<file path="config.mk">
export PLATFORM = sky130hd
export DESIGN_NAME = mandelbrot_escape_time_pixel
export DESIGN_NICKNAME = d
export VERILOG_FILES = /design/src/hdl/mbet_pkg.sv /design/src/hdl/mbet_mul.sv /design/src/hdl/mbet_div.sv /design/src/hdl/mandelbrot_escape_time_pixel.sv
export SDC_FILE = /design/constraint.sdc
export NUM_CORES = 2
export LEC_CHECK = 0
export ABC_AREA = 1
export BUFFER_PORTS_ARGS = -buffer_cell sky130_fd_sc_hd__buf_4
export CAP_MARGIN = 20
export CORE_MARGIN = 5
export CORE_UTILIZATION = 55
export DETAILED_ROUTE_END_ITERATION = 6
export PLACE_DENSITY_LB_ADDON = 0.12
export SLEW_MARGIN = 20
export SYNTH_ARGS = -nofsm -noshare
export SYNTH_HDL_FRONTEND = slang
export SYNTH_SLANG_ARGS = --single-unit
</file>
<file path="constraint.sdc">
create_clock -name i_clk -period 11.7 [get_ports i_clk]
set_clock_uncertainty 0.15 [all_clocks]
set_input_delay 2.34 -clock i_clk [delete_from_list [all_inputs] [get_ports i_clk]]
set_output_delay 2.34 -clock i_clk [all_outputs]
set_load 0.01 [all_outputs]
</file>
<file path="src/hdl/mbet_pkg.sv">
package mbet_pkg;

    // Fixed-point format of the complex values (signed, Q4.28 by default)
    localparam int FRAC_BITS = 28;

    // Default number of pixel coordinate bits that take part in the mapping
    localparam int COORD_BITS_DEF = 12;

    // Field widths of the stream and register payloads
    localparam int PIX_BITS   = 12;
    localparam int LIMIT_BITS = 16;
    localparam int STEP_BITS  = 28;
    localparam int ORIG_BITS  = 32;
    localparam int LEVEL_BITS = 8;
    localparam int CFG_ADDR_BITS = 8;
    localparam int CFG_DATA_BITS = 32;

    // Operand width of the shared multiplier: |z| <= 2.0 fits in FRAC_BITS+2 bits
    localparam int MUL_W = FRAC_BITS + 2;

    // Register indexes of the configuration port
    localparam logic [CFG_ADDR_BITS-1:0] REG_ITER_LIMIT = 8'd0;
    localparam logic [CFG_ADDR_BITS-1:0] REG_PIXEL_STEP = 8'd1;
    localparam logic [CFG_ADDR_BITS-1:0] REG_ORIGIN_RE  = 8'd2;
    localparam logic [CFG_ADDR_BITS-1:0] REG_ORIGIN_IM  = 8'd3;

    // Register values after reset
    localparam logic [LIMIT_BITS-1:0]       RST_ITER_LIMIT = 16'd500;
    localparam logic [STEP_BITS-1:0]        RST_PIXEL_STEP = 28'd1342177;
    localparam logic signed [ORIG_BITS-1:0] RST_ORIGIN_RE  = -32'sd536870912;
    localparam logic signed [ORIG_BITS-1:0] RST_ORIGIN_IM  = -32'sd536870912;

endpackage

</file>
<file path="src/hdl/mbet_mul.sv">
module mbet_mul #(
    parameter int WIDTH = mbet_pkg::MUL_W
) (
    input  logic                 i_clk,
    input  logic [WIDTH-1:0]     i_a,
    input  logic [WIDTH-1:0]     i_b,
    input  logic                 i_neg,
    output logic [2*WIDTH-1:0]   o_prod,
    output logic                 o_neg
);
    import mbet_pkg::*;

    logic [2*WIDTH-1:0] r_prod;
    logic               r_neg;

    // Register the magnitude product and the sign it carries
    always_ff @(posedge i_clk) begin
        r_prod <= i_a * i_b;
        r_neg  <= i_neg;
    end

    assign o_prod = r_prod;
    assign o_neg  = r_neg;

endmodule

</file>
<file path="src/hdl/mbet_div.sv">
module mbet_div (
    input  logic                               i_clk,
    input  logic                               i_rst_n,
    input  logic                               i_start,
    input  logic [mbet_pkg::LIMIT_BITS-1:0]    i_count,
    input  logic [mbet_pkg::LIMIT_BITS-1:0]    i_limit,
    output logic                               o_done,
    output logic [mbet_pkg::LEVEL_BITS-1:0]    o_level
);
    import mbet_pkg::*;

    // count*255 needs LIMIT_BITS+8 bits; quotient stays below 256 since count < limit
    localparam int NUM_W  = LIMIT_BITS + LEVEL_BITS;
    localparam int STEP_W = $clog2(LEVEL_BITS);

    logic [NUM_W-1:0]      r_rem;
    logic [NUM_W-1:0]      r_den;
    logic [LEVEL_BITS-1:0] r_quot;
    logic [STEP_W-1:0]     r_step;
    logic                  r_busy;
    logic                  r_done;
    logic                  r_zero;
    logic                  fits;

    assign fits = (r_rem >= r_den);

    // Control: run one quotient bit per cycle, flag the end
    always_ff @(posedge i_clk) begin
        if (!i_rst_n) begin
            r_busy <= 1'b0;
            r_done <= 1'b0;
        end else begin
            r_done <= 1'b0;
            if (i_start) begin
                r_busy <= 1'b1;
            end else if (r_busy && (r_step == STEP_W'(LEVEL_BITS - 1))) begin
                r_busy <= 1'b0;
                r_done <= 1'b1;
            end
        end
    end

    // Datapath: restoring division with the divisor walking down one bit a step
    always_ff @(posedge i_clk) begin
        if (i_start) begin
            r_rem  <= {i_count, LEVEL_BITS'(0)} - NUM_W'(i_count);
            r_den  <= NUM_W'({i_limit, (LEVEL_BITS - 1)'(0)});
            r_quot <= '0;
            r_step <= '0;
            r_zero <= (i_limit == '0);
        end else if (r_busy) begin
            if (fits) begin
                r_rem <= r_rem - r_den;
            end
            r_den  <= r_den >> 1;
            r_quot <= {r_quot[LEVEL_BITS-2:0], fits};
            r_step <= r_step + STEP_W'(1);
        end
    end

    assign o_done  = r_done;
    assign o_level = r_zero ? '0 : r_quot;

endmodule

</file>
<file path="src/hdl/mandelbrot_escape_time_pixel.sv">
// Mandelbrot escape-time evaluator, one pixel at a time. Each input transaction carries a pixel
// column and row; the block maps them to c = origin + coordinate * pixel_step and iterates
// z = z*z + c in signed fixed point with FRAC_BITS fraction bits for up to iteration_limit steps.
// The result transaction echoes the coordinates and returns the step index at which |z|^2 first
// exceeded 4 (zero if it never did), plus a blue level of escape_count*255/iteration_limit.
// Sequence: each iteration steps through S_UPD, S_SQR, S_SQI and S_CROSS, as its three
// products (re^2, im^2, re*im) go one after another through a single 30x30 multiplier
// and the update follows; the pixel mapping uses the same multiplier. An input transaction
// passes the mapping states S_CR, S_CI and S_START, the loop with its closing update, the
// 8-step blue-level divider and the hand-off to the output register. A point caught by the
// magnitude test skips the closing update. With the output free, the input is ready again
// in the same cycle that the result appears on the output. The input is ready only while
// the block is idle; a finished result waits in the output register so the next pixel can
// start. Configuration writes are accepted at any time and should be made idle.
module mandelbrot_escape_time_pixel #(
    parameter int COORD_BITS = mbet_pkg::COORD_BITS_DEF
) (
    input  logic                                  i_clk,
    input  logic                                  i_rst_n,
    // Pixel input stream
    input  logic                                  s_axis_tvalid,
    output logic                                  s_axis_tready,
    input  logic [23:0]                           s_axis_tdata,   // pixel_x, pixel_y
    // Result output stream
    output logic                                  m_axis_tvalid,
    input  logic                                  m_axis_tready,
    output logic [47:0]                           m_axis_tdata,   // out_x, out_y,
                                                                  // escape_count, blue_level
    // Register write channel
    input  logic                                  i_cfg_valid,
    output logic                                  o_cfg_ready,
    input  logic [mbet_pkg::CFG_ADDR_BITS-1:0]    i_cfg_addr,
    input  logic [mbet_pkg::CFG_DATA_BITS-1:0]    i_cfg_data
);
    import mbet_pkg::*;

    // Coordinate bits used in the mapping, never more than the field carries
    localparam int PX_BITS = (COORD_BITS < PIX_BITS) ? COORD_BITS : PIX_BITS;
    localparam int PW      = PX_BITS + STEP_BITS;
    localparam int CW      = ((PW > ORIG_BITS - 1) ? PW : ORIG_BITS - 1) + 2;
    localparam int ZW      = CW + 1;
    localparam int PROD_W  = 2 * MUL_W;
    localparam int SQW     = FRAC_BITS + 3;
    localparam int XW      = FRAC_BITS + 4;

    localparam logic signed [ZW-1:0] TWO  = ZW'(1) << (FRAC_BITS + 1);
    localparam logic [SQW:0]         FOUR = (SQW + 1)'(1) << (FRAC_BITS + 2);

    typedef enum logic [10:0] {
        S_IDLE  = 11'b000_0000_0001,
        S_CR    = 11'b000_0000_0010,
        S_CI    = 11'b000_0000_0100,
        S_START = 11'b000_0000_1000,
        S_UPD   = 11'b000_0001_0000,
        S_SQR   = 11'b000_0010_0000,
        S_SQI   = 11'b000_0100_0000,
        S_CROSS = 11'b000_1000_0000,
        S_DIVGO = 11'b001_0000_0000,
        S_DIV   = 11'b010_0000_0000,
        S_OUT   = 11'b100_0000_0000
    } t_state;

    t_state r_state, n_state;

    // Configuration registers
    logic [LIMIT_BITS-1:0]       r_limit;
    logic [STEP_BITS-1:0]        r_step;
    logic signed [ORIG_BITS-1:0] r_orig_re;
    logic signed [ORIG_BITS-1:0] r_orig_im;

    // Pixel working registers
    logic [PIX_BITS-1:0]   r_px, r_py;
    logic signed [CW-1:0]  r_cr, r_ci;
    logic signed [ZW-1:0]  r_zr, r_zi;
    logic [SQW-1:0]        r_rr, r_ii;
    logic [LIMIT_BITS-1:0] r_iter;
    logic [LIMIT_BITS-1:0] r_count;

    // Output register
    logic                  r_out_valid;
    logic [47:0]           r_out_data;

    // Shared multiplier
    logic [MUL_W-1:0]  mul_a, mul_b;
    logic              mul_neg;
    logic [PROD_W-1:0] prod;
    logic              prod_neg;

    // Divider
    logic                  div_done;
    logic [LEVEL_BITS-1:0] div_level;

    // Update datapath
    logic [MUL_W-1:0]      abs_zr, abs_zi;
    logic [SQW-1:0]        sq_now;
    logic [XW-1:0]         cross_mag;
    logic signed [ZW-1:0]  cross_val;
    logic signed [ZW-1:0]  nr, ni;
    logic                  out_of_box;
    logic [SQW:0]          mag_sum;
    logic                  in_fire, out_free;

    assign s_axis_tready = (r_state == S_IDLE);
    assign in_fire       = s_axis_tvalid && s_axis_tready;
    assign out_free      = !r_out_valid || m_axis_tready;
    assign o_cfg_ready   = 1'b1;

    // Register writes; unknown indexes drop
    always_ff @(posedge i_clk) begin
        if (!i_rst_n) begin
            r_limit   <= RST_ITER_LIMIT;
            r_step    <= RST_PIXEL_STEP;
            r_orig_re <= RST_ORIGIN_RE;
            r_orig_im <= RST_ORIGIN_IM;
        end else if (i_cfg_valid) begin
            unique case (i_cfg_addr)
                REG_ITER_LIMIT: r_limit   <= i_cfg_data[LIMIT_BITS-1:0];
                REG_PIXEL_STEP: r_step    <= i_cfg_data[STEP_BITS-1:0];
                REG_ORIGIN_RE:  r_orig_re <= i_cfg_data[ORIG_BITS-1:0];
                REG_ORIGIN_IM:  r_orig_im <= i_cfg_data[ORIG_BITS-1:0];
                default: ;
            endcase
        end
    end

    // Magnitudes of z; only used once |re|,|im| <= 2 is known
    assign abs_zr = r_zr[ZW-1] ? MUL_W'(-r_zr) : MUL_W'(r_zr);
    assign abs_zi = r_zi[ZW-1] ? MUL_W'(-r_zi) : MUL_W'(r_zi);

    // Feed the shared multiplier according to the step
    always_comb begin
        mul_a   = '0;
        mul_b   = '0;
        mul_neg = 1'b0;
        unique case (r_state)
            S_CR: begin
                mul_a = MUL_W'(r_px[PX_BITS-1:0]);
                mul_b = MUL_W'(r_step);
            end
            S_CI: begin
                mul_a = MUL_W'(r_py[PX_BITS-1:0]);
                mul_b = MUL_W'(r_step);
            end
            S_SQR: begin
                mul_a = abs_zr;
                mul_b = abs_zr;
            end
            S_SQI: begin
                mul_a = abs_zi;
                mul_b = abs_zi;
            end
            S_CROSS: begin
                mul_a   = abs_zr;
                mul_b   = abs_zi;
                mul_neg = r_zr[ZW-1] ^ r_zi[ZW-1];
            end
            default: ;
        endcase
    end

    mbet_mul #(
        .WIDTH (MUL_W)
    ) u_mul (
        .i_clk  (i_clk),
        .i_a    (mul_a),
        .i_b    (mul_b),
        .i_neg  (mul_neg),
        .o_prod (prod),
        .o_neg  (prod_neg)
    );

    // Truncate products toward zero; the cross term folds in the factor of two
    assign sq_now    = prod[FRAC_BITS+SQW-1:FRAC_BITS];
    assign cross_mag = prod[FRAC_BITS-1+XW-1:FRAC_BITS-1];
    assign cross_val = prod_neg ? -$signed(ZW'(cross_mag)) : $signed(ZW'(cross_mag));

    // Next z and escape tests
    assign ni         = cross_val + ZW'(r_ci);
    assign nr         = $signed(ZW'(r_rr)) - $signed(ZW'(r_ii)) + ZW'(r_cr);
    assign out_of_box = (nr > TWO) || (nr < -TWO) || (ni > TWO) || (ni < -TWO);
    assign mag_sum    = (SQW + 1)'(r_rr) + (SQW + 1)'(sq_now);

    // Sequencer state
    always_ff @(posedge i_clk) begin
        if (!i_rst_n) begin
            r_state <= S_IDLE;
        end else begin
            r_state <= n_state;
        end
    end

    always_comb begin
        n_state = r_state;
        unique case (r_state)
            S_IDLE:  if (in_fire) n_state = S_CR;
            S_CR:    n_state = S_CI;
            S_CI:    n_state = S_START;
            S_START: n_state = S_UPD;
            S_UPD: begin
                if ((r_iter == r_limit) || out_of_box) begin
                    n_state = S_DIVGO;
                end else begin
                    n_state = S_SQR;
                end
            end
            S_SQR:   n_state = S_SQI;
            S_SQI:   n_state = S_CROSS;
            S_CROSS: n_state = (mag_sum > FOUR) ? S_DIVGO : S_UPD;
            S_DIVGO: n_state = S_DIV;
            S_DIV:   if (div_done) n_state = S_OUT;
            S_OUT:   if (out_free) n_state = S_IDLE;
            default: n_state = S_IDLE;
        endcase
    end

    // Working registers of the iteration
    always_ff @(posedge i_clk) begin
        unique case (r_state)
            S_IDLE: begin
                if (in_fire) begin
                    r_px <= s_axis_tdata[PIX_BITS-1:0];
                    r_py <= s_axis_tdata[2*PIX_BITS-1:PIX_BITS];
                end
            end
            S_CI: begin
                r_cr <= CW'(r_orig_re) + $signed(CW'(prod[PW-1:0]));
            end
            S_START: begin
                r_ci   <= CW'(r_orig_im) + $signed(CW'(prod[PW-1:0]));
                r_rr   <= '0;
                r_ii   <= '0;
                r_iter <= '0;
            end
            S_UPD: begin
                if (r_iter == r_limit) begin
                    r_count <= '0;
                end else if (out_of_box) begin
                    r_count <= r_iter;
                end else begin
                    r_zr <= nr;
                    r_zi <= ni;
                end
            end
            S_SQI: begin
                r_rr <= sq_now;
            end
            S_CROSS: begin
                r_ii <= sq_now;
                if (mag_sum > FOUR) begin
                    r_count <= r_iter;
                end else begin
                    r_iter <= r_iter + LIMIT_BITS'(1);
                end
            end
            default: ;
        endcase
    end

    // Blue level = count*255/limit
    mbet_div u_div (
        .i_clk   (i_clk),
        .i_rst_n (i_rst_n),
        .i_start (r_state == S_DIVGO),
        .i_count (r_count),
        .i_limit (r_limit),
        .o_done  (div_done),
        .o_level (div_level)
    );

    // Hold the finished result until the sink takes it
    always_ff @(posedge i_clk) begin
        if (!i_rst_n) begin
            r_out_valid <= 1'b0;
        end else if ((r_state == S_OUT) && out_free) begin
            r_out_valid <= 1'b1;
        end else if (m_axis_tready) begin
            r_out_valid <= 1'b0;
        end
    end

    always_ff @(posedge i_clk) begin
        if ((r_state == S_OUT) && out_free) begin
            r_out_data <= {div_level, r_count, r_py, r_px};
        end
    end

    assign m_axis_tvalid = r_out_valid;
    assign m_axis_tdata  = r_out_data;

endmodule
</file>
After elaboration in Yosys (flattened, before gate mapping)
Cells that the tools add are included.

Logic and storage cells: 135. Output and inout bits: 51. Bits in registers: 577.

Multipliers: 1. $lt $le $gt $ge: 6. Bitwise operators: 4. Eq/ne operators: 22. Mux-type cells: 29. Reductions and logical operators: 32. $add $sub $neg: 13.

Operators with widths (number): $pmux W31 S2 (2); $pmux W11 S11 (1); $pmux W30 S4 (1); $pmux W30 S3 (1); $gt A43 B31 Y1 const B (2); $lt A43 B30 Y1 const B (2); $add A32 B41 Y42 (2); $mux W24 (3); $mux W16 (4); $pmux W16 S2 (2); $mux W30 (2); $neg A30 Y30 (2); $mul A30 B30 Y59 (1); $mux W23 (2); $add A32 B42 Y43 (1); $add A43 B42 Y43 (1); $mux W43 (1); $neg A32 Y43 (1); $mux W11 (3); $add A31 B31 Y32 (1); $gt A32 B31 Y1 const B (1); $sub A31 B31 Y32 (1); $ge A24 B23 Y1 (1); $sub A24 B16 Y24 (1); other kinds (34) (68).

Depth between registers and ports, before layout
Depth in word-level cells: 9. Mapped depth: 48. Mapped depth without buffers: 47.

By module
A second synthesis with hierarchy kept.

Cells, all modules: 9741. Area total of the unflattened synthesis: 71229.6 sq um.

By module, submodules not included: mbet_mul (sequential area each 1221.2 sq um, area an instance 33547.2 sq um, times used 1, cells each 4569); mandelbrot_escape_time_pixel (sequential area each 11771.3 sq um, area an instance 32321.0 sq um, times used 1, cells each 4341); mbet_div (sequential area each 1631.6 sq um, area an instance 5361.4 sq um, times used 1, cells each 831).

Worst setup path before layout
OpenSTA, ideal clock, no wires.

Path kind: register to register. Start point: register r_state[6]. End point: register u_mul.r_prod[55] (netlist: u_mul.o_prod[55]). Period minus slack after synthesis: 9.147 ns. Path slack: 2.553 ns. Library setup time: 0.072 ns. Path buffers: 2. Cell stages (with the launch flop): 42. Required time: 11.478 ns. Arrival time: 8.926 ns. Cell sequence: dfxtp_1 nor2_1 inv_2 nor2_1 inv_1 nor2_2 nand2_1 inv_2 clkbuf_1 a22o_1 a21oi_1 o21a_1 inv_2 buf_2 nand2_1 fa_1 inv_1 fa_1 (+6 left out) fa_1 inv_1 fa_1 inv_1 ha_1 nand2_1 nor2_1 inv_1 nor3_1 nand3_1 nand3_1 nand2_1 o211ai_1 a21oi_1 o21ai_1 nand2_1 nand2_1 xor2_1.

Word-level cells in the longest chain between the ends: 4.

Ends and longest elaborated chain: start, declared (line mandelbrot_escape_time_pixel.sv:63) `t_state r_state, n_state;`; start signal, assigned (line mandelbrot_escape_time_pixel.sv:188) `r_state <= n_state;`; $eq A11 B8 Y1, or another cell as far along (line mandelbrot_escape_time_pixel.sv:135) `unique case (r_state)`; $reduce_or A2 Y1 (no line); $pmux W30 S4 or $pmux W30 S3 (tied branches) (line mandelbrot_escape_time_pixel.sv:135); $mul A30 B30 Y59 (*) (line mbet_mul.sv:18) `r_prod <= i_a * i_b;`; end signal, assigned (line mbet_mul.sv:18); end, declared (line mbet_mul.sv:13) `logic [2*WIDTH-1:0] r_prod;`.

Every way passes the cells marked *; elsewhere a longest branch is shown, timed or not. A chain may end at the register's enable or synchronous reset.

Worst setup path after layout
Start point: register r_state[6]. End point: register u_mul.r_prod[57] (netlist: u_mul.o_prod[57]).

The elaborated chain is that of the path after synthesis.

==> out/metrics.cfg <==
[drt]
drtIter0Drc=6204
drc=0
post_drt_wl_per_cell_um=21.3
drtAntennaViolNets=0
avgViaCountPerCell=5.53
wirelength_mm=235
vias=60800
drt_pre_antenna_iters=7

[clock_tree]
cts_root_buffer=clkbuf_16
postCtsSetupBuffers=0
h-tree-depth=2
clock-sinks=553
cts_resized=0
clk_pin_slew_ns=0.06
clkLatencyLatePin_ns=0.66
holdBufCountCts=0
cts_buffers=58
clockBufferDepth=3
cts_tree=built

[finish]
antenna_cells=0
area_growth_pct=6.44
fill_cells=12000
post-route-util_pct=58.9
design_area_mm2=0.0739
fin_nets=10700
drive_gt1_share_pct=4.35
regArea_mm2=0.0146
multi_input_area_mm2=0.0454

[floorplan]
pin_count=120
core_area_mm2=0.126
die_h_um=365
start_util_pct=55.3
die_w_um=365
rows=130
dieArea_mm2=0.133

[yosys]
synth_common_cells=nand2_1 (2,258), inv_1 (2,191), nor2_1 (812)
synth_area_leaders=fa_1 (23%), edfxtp_1 (15%), nand2_1 (12%)
ys_seq_elements=553
synth-edff-count=353
syn-num-nets=10600
syn_area_mm2=0.0694
yosysWarnings=0
synthArstFlopShare_pct=0
yosysMostFrequentCell=nand2_1
synth_seq_area_share_pct=21.0
synthDistinctLibCells=71
synth_cells=9267
syn_avg_cell_area_um2=7.49
synth-main-ff-cell=edfxtp_1
yosysTopAreaCell=fa_1
yosys.area.top_type_share_pct=22.7

[timing]
maxSlewHeadroom_pct=25.3
tightest_slew_ns=1.12
max_freq_mhz=91.5
hold_viol=0
finalCriticalPeriod_ns=10.93
tns_ns=0
rsz0062_at_grt=false
setup_viol=0
fin_crit_sh_pct=93.4
layout_setup_ws_ns=0.768
drv_slew=0

[outcome]
status=complete, no violations

[power]
pwr-share-comb_pct=11.4
p_sw_share_pct=28.2
p_int_uw=3320
p_switching_uw=1300
finalPower_uw=4630
p_leak_uw=0.0402
ir_worst_vdd_v=0.000105
power.density_mw_per_mm2=62.6
p_clk_share_pct=42.2
seqPwrFrac_pct=46.3

[global_routing]
grt_pass1_wl_mm=354
grt-ovfl-total=0
antenna_found_initial=4
grt_pass1_vias=59300
groute.usage.overall_pct=34.9
grt_max_degree=113

[setup_path]
critPathLaunchType=flip-flop
critPathMaxStageDelay_ns=0.71
critical-path-slowest-cell=inv_1
crit_required_ns=12.07
worstPathArrival_ns=11.30
crit_path_end_kind=flip-flop
path_class=flip-flop to flip-flop
crit_top_cell=fa_1
crit_path_max_fanout=19

[place]
place_area_mm2=0.0719
dp_hpwl_mm=194
place_ws_ns=1.10
place.gp.congestion=1.03
portBuffers=118

[run]
drv_cap=0

[hold_path]
min_path_type=flip-flop to flip-flop

[worst paths after layout]
check / slack [ns] / from / cells after the start / end
hold / removal: 0.31 / r_count[15] / 0 / m_axis_tdata[39]
setup reg to reg: 0.77 / r_state[6] / 37 / u_mul.o_prod[57]
hold reg to reg: 0.31 / r_count[15] / 0 / m_axis_tdata[39]
setup / recovery: 0.77 / r_state[6] / 37 / u_mul.o_prod[57]
[cells by family (layout without fill, tap and decap cells)]
| family | after synthesis | in the layout | share of synthesized area, % |
|---|---|---|---|
| other cells | 1 | 1 | 0.00540 |
| xor+xnor | 319 | 319 | 4.04 |
| compound gates | 1056 | 1056 | 8.61 |
| fa+ha+maj | 1294 | 1294 | 31.8 |
| simple gates | 3591 | 3591 | 20.8 |
| flops | 553 | 553 | 21.0 |
| mux | 1 | 1 | 0.0144 |
| buf+inv | 2452 | 2533 | 13.7 |
[layout by cell type, fill, tap and decap left out, types with 8 or more instances in the layout]
master        n
o211ai_1     45
nor2_1      807
clkinv_1     13
a21oi_1     501
nand3_1     264
buf_4       189
nand4_1      80
nor2_2       11
o21a_1       25
clkbuf_16    60
xor2_1      216
o21ai_1      21
nand2_2      10
o21ai_0     278
fa_1        786
or2_2        15
ha_1        508
a221oi_1      8
nor4_1       23
nor3_1       78
inv_2        35
xnor2_1     102
o221ai_1     12
nand2_1    2258
a21o_1       17
clkinv_2     15
o21bai_1     23
o31ai_1      18
dfxtp_1     200
a31oi_1      45
edfxtp_1    353
nand3b_1      9
inv_1      2189
a21oi_2      11
[metal layers]
layer / vias to the layer above / share of wire [%] / GRT usage [%]
met5: - / 0.014 / 0
met4: 2 / 3.2 / 9.32
met3: 401 / 8.4 / 5.93
met2: 2493 / 45 / 55.7
met1: 29600 / 44 / 49.5
li1: 28300 / - / -
[worst max-delay path, delay by kind of cell, from the launching register on]
kind,cells,cell delay (ns)
AOI/OAI and AO/OA,5,1.33
xor gates and xnor gates,1,0.15
adders and majority gates,9,4.32
buffers and inverters,12,2.55
and+or+nand+nor,10,1.94
DFF,1,0.33
[registers in the layout (all words and copies together), names as in the netlist, 3 cells and up]
| name | count |
|---|---|
| r_ii | 31 |
| u_div.r_step | 3 |
| r_state | 11 |
| u_div.r_den | 23 |
| r_limit | 16 |
| r_step | 28 |
| u_div.r_quot | 8 |
| r_py | 12 |
| r_ci | 42 |
| r_orig_im | 32 |
| r_rr | 31 |
| u_div.r_rem | 24 |
| r_zr | 31 |
| r_zi | 31 |
| m_axis_tdata | 48 |
| r_px | 12 |
| r_orig_re | 32 |
| r_cr | 42 |
| u_mul.o_prod | 59 |
| r_count | 16 |
| r_iter | 16 |
[cell type report]
cell class,instances,area share [%]
multi-input cells,6262,61.4
flip-flops and latches,553,19.8
inverters,2232,11.3
well taps,1650,2.79
clock buffers,69,2.11
repair buffers,192,2.00
clock inverters,40,0.552
[metrics by stage]
step,cells,hold slack [ns]
after floorplan,9267,0.276
after global routing,11000,0.346
after global placement,10900,0.292
after CTS,11000,0.313
after detailed placement,10900,0.297
final,11000,0.313
[power groups by stage]
stage / clock network (µW) / registers (µW) / logic, µW
finish: 1950 / 2140 / 529
global route: 2050 / 2140 / 556
CTS: 1970 / 2140 / 511
detailed placement: 0 / 2180 / 508
global placement: 0 / 2190 / 505
floorplan: 0 / 2160 / 293
Note: power is estimated with default switching activity, not from simulation.
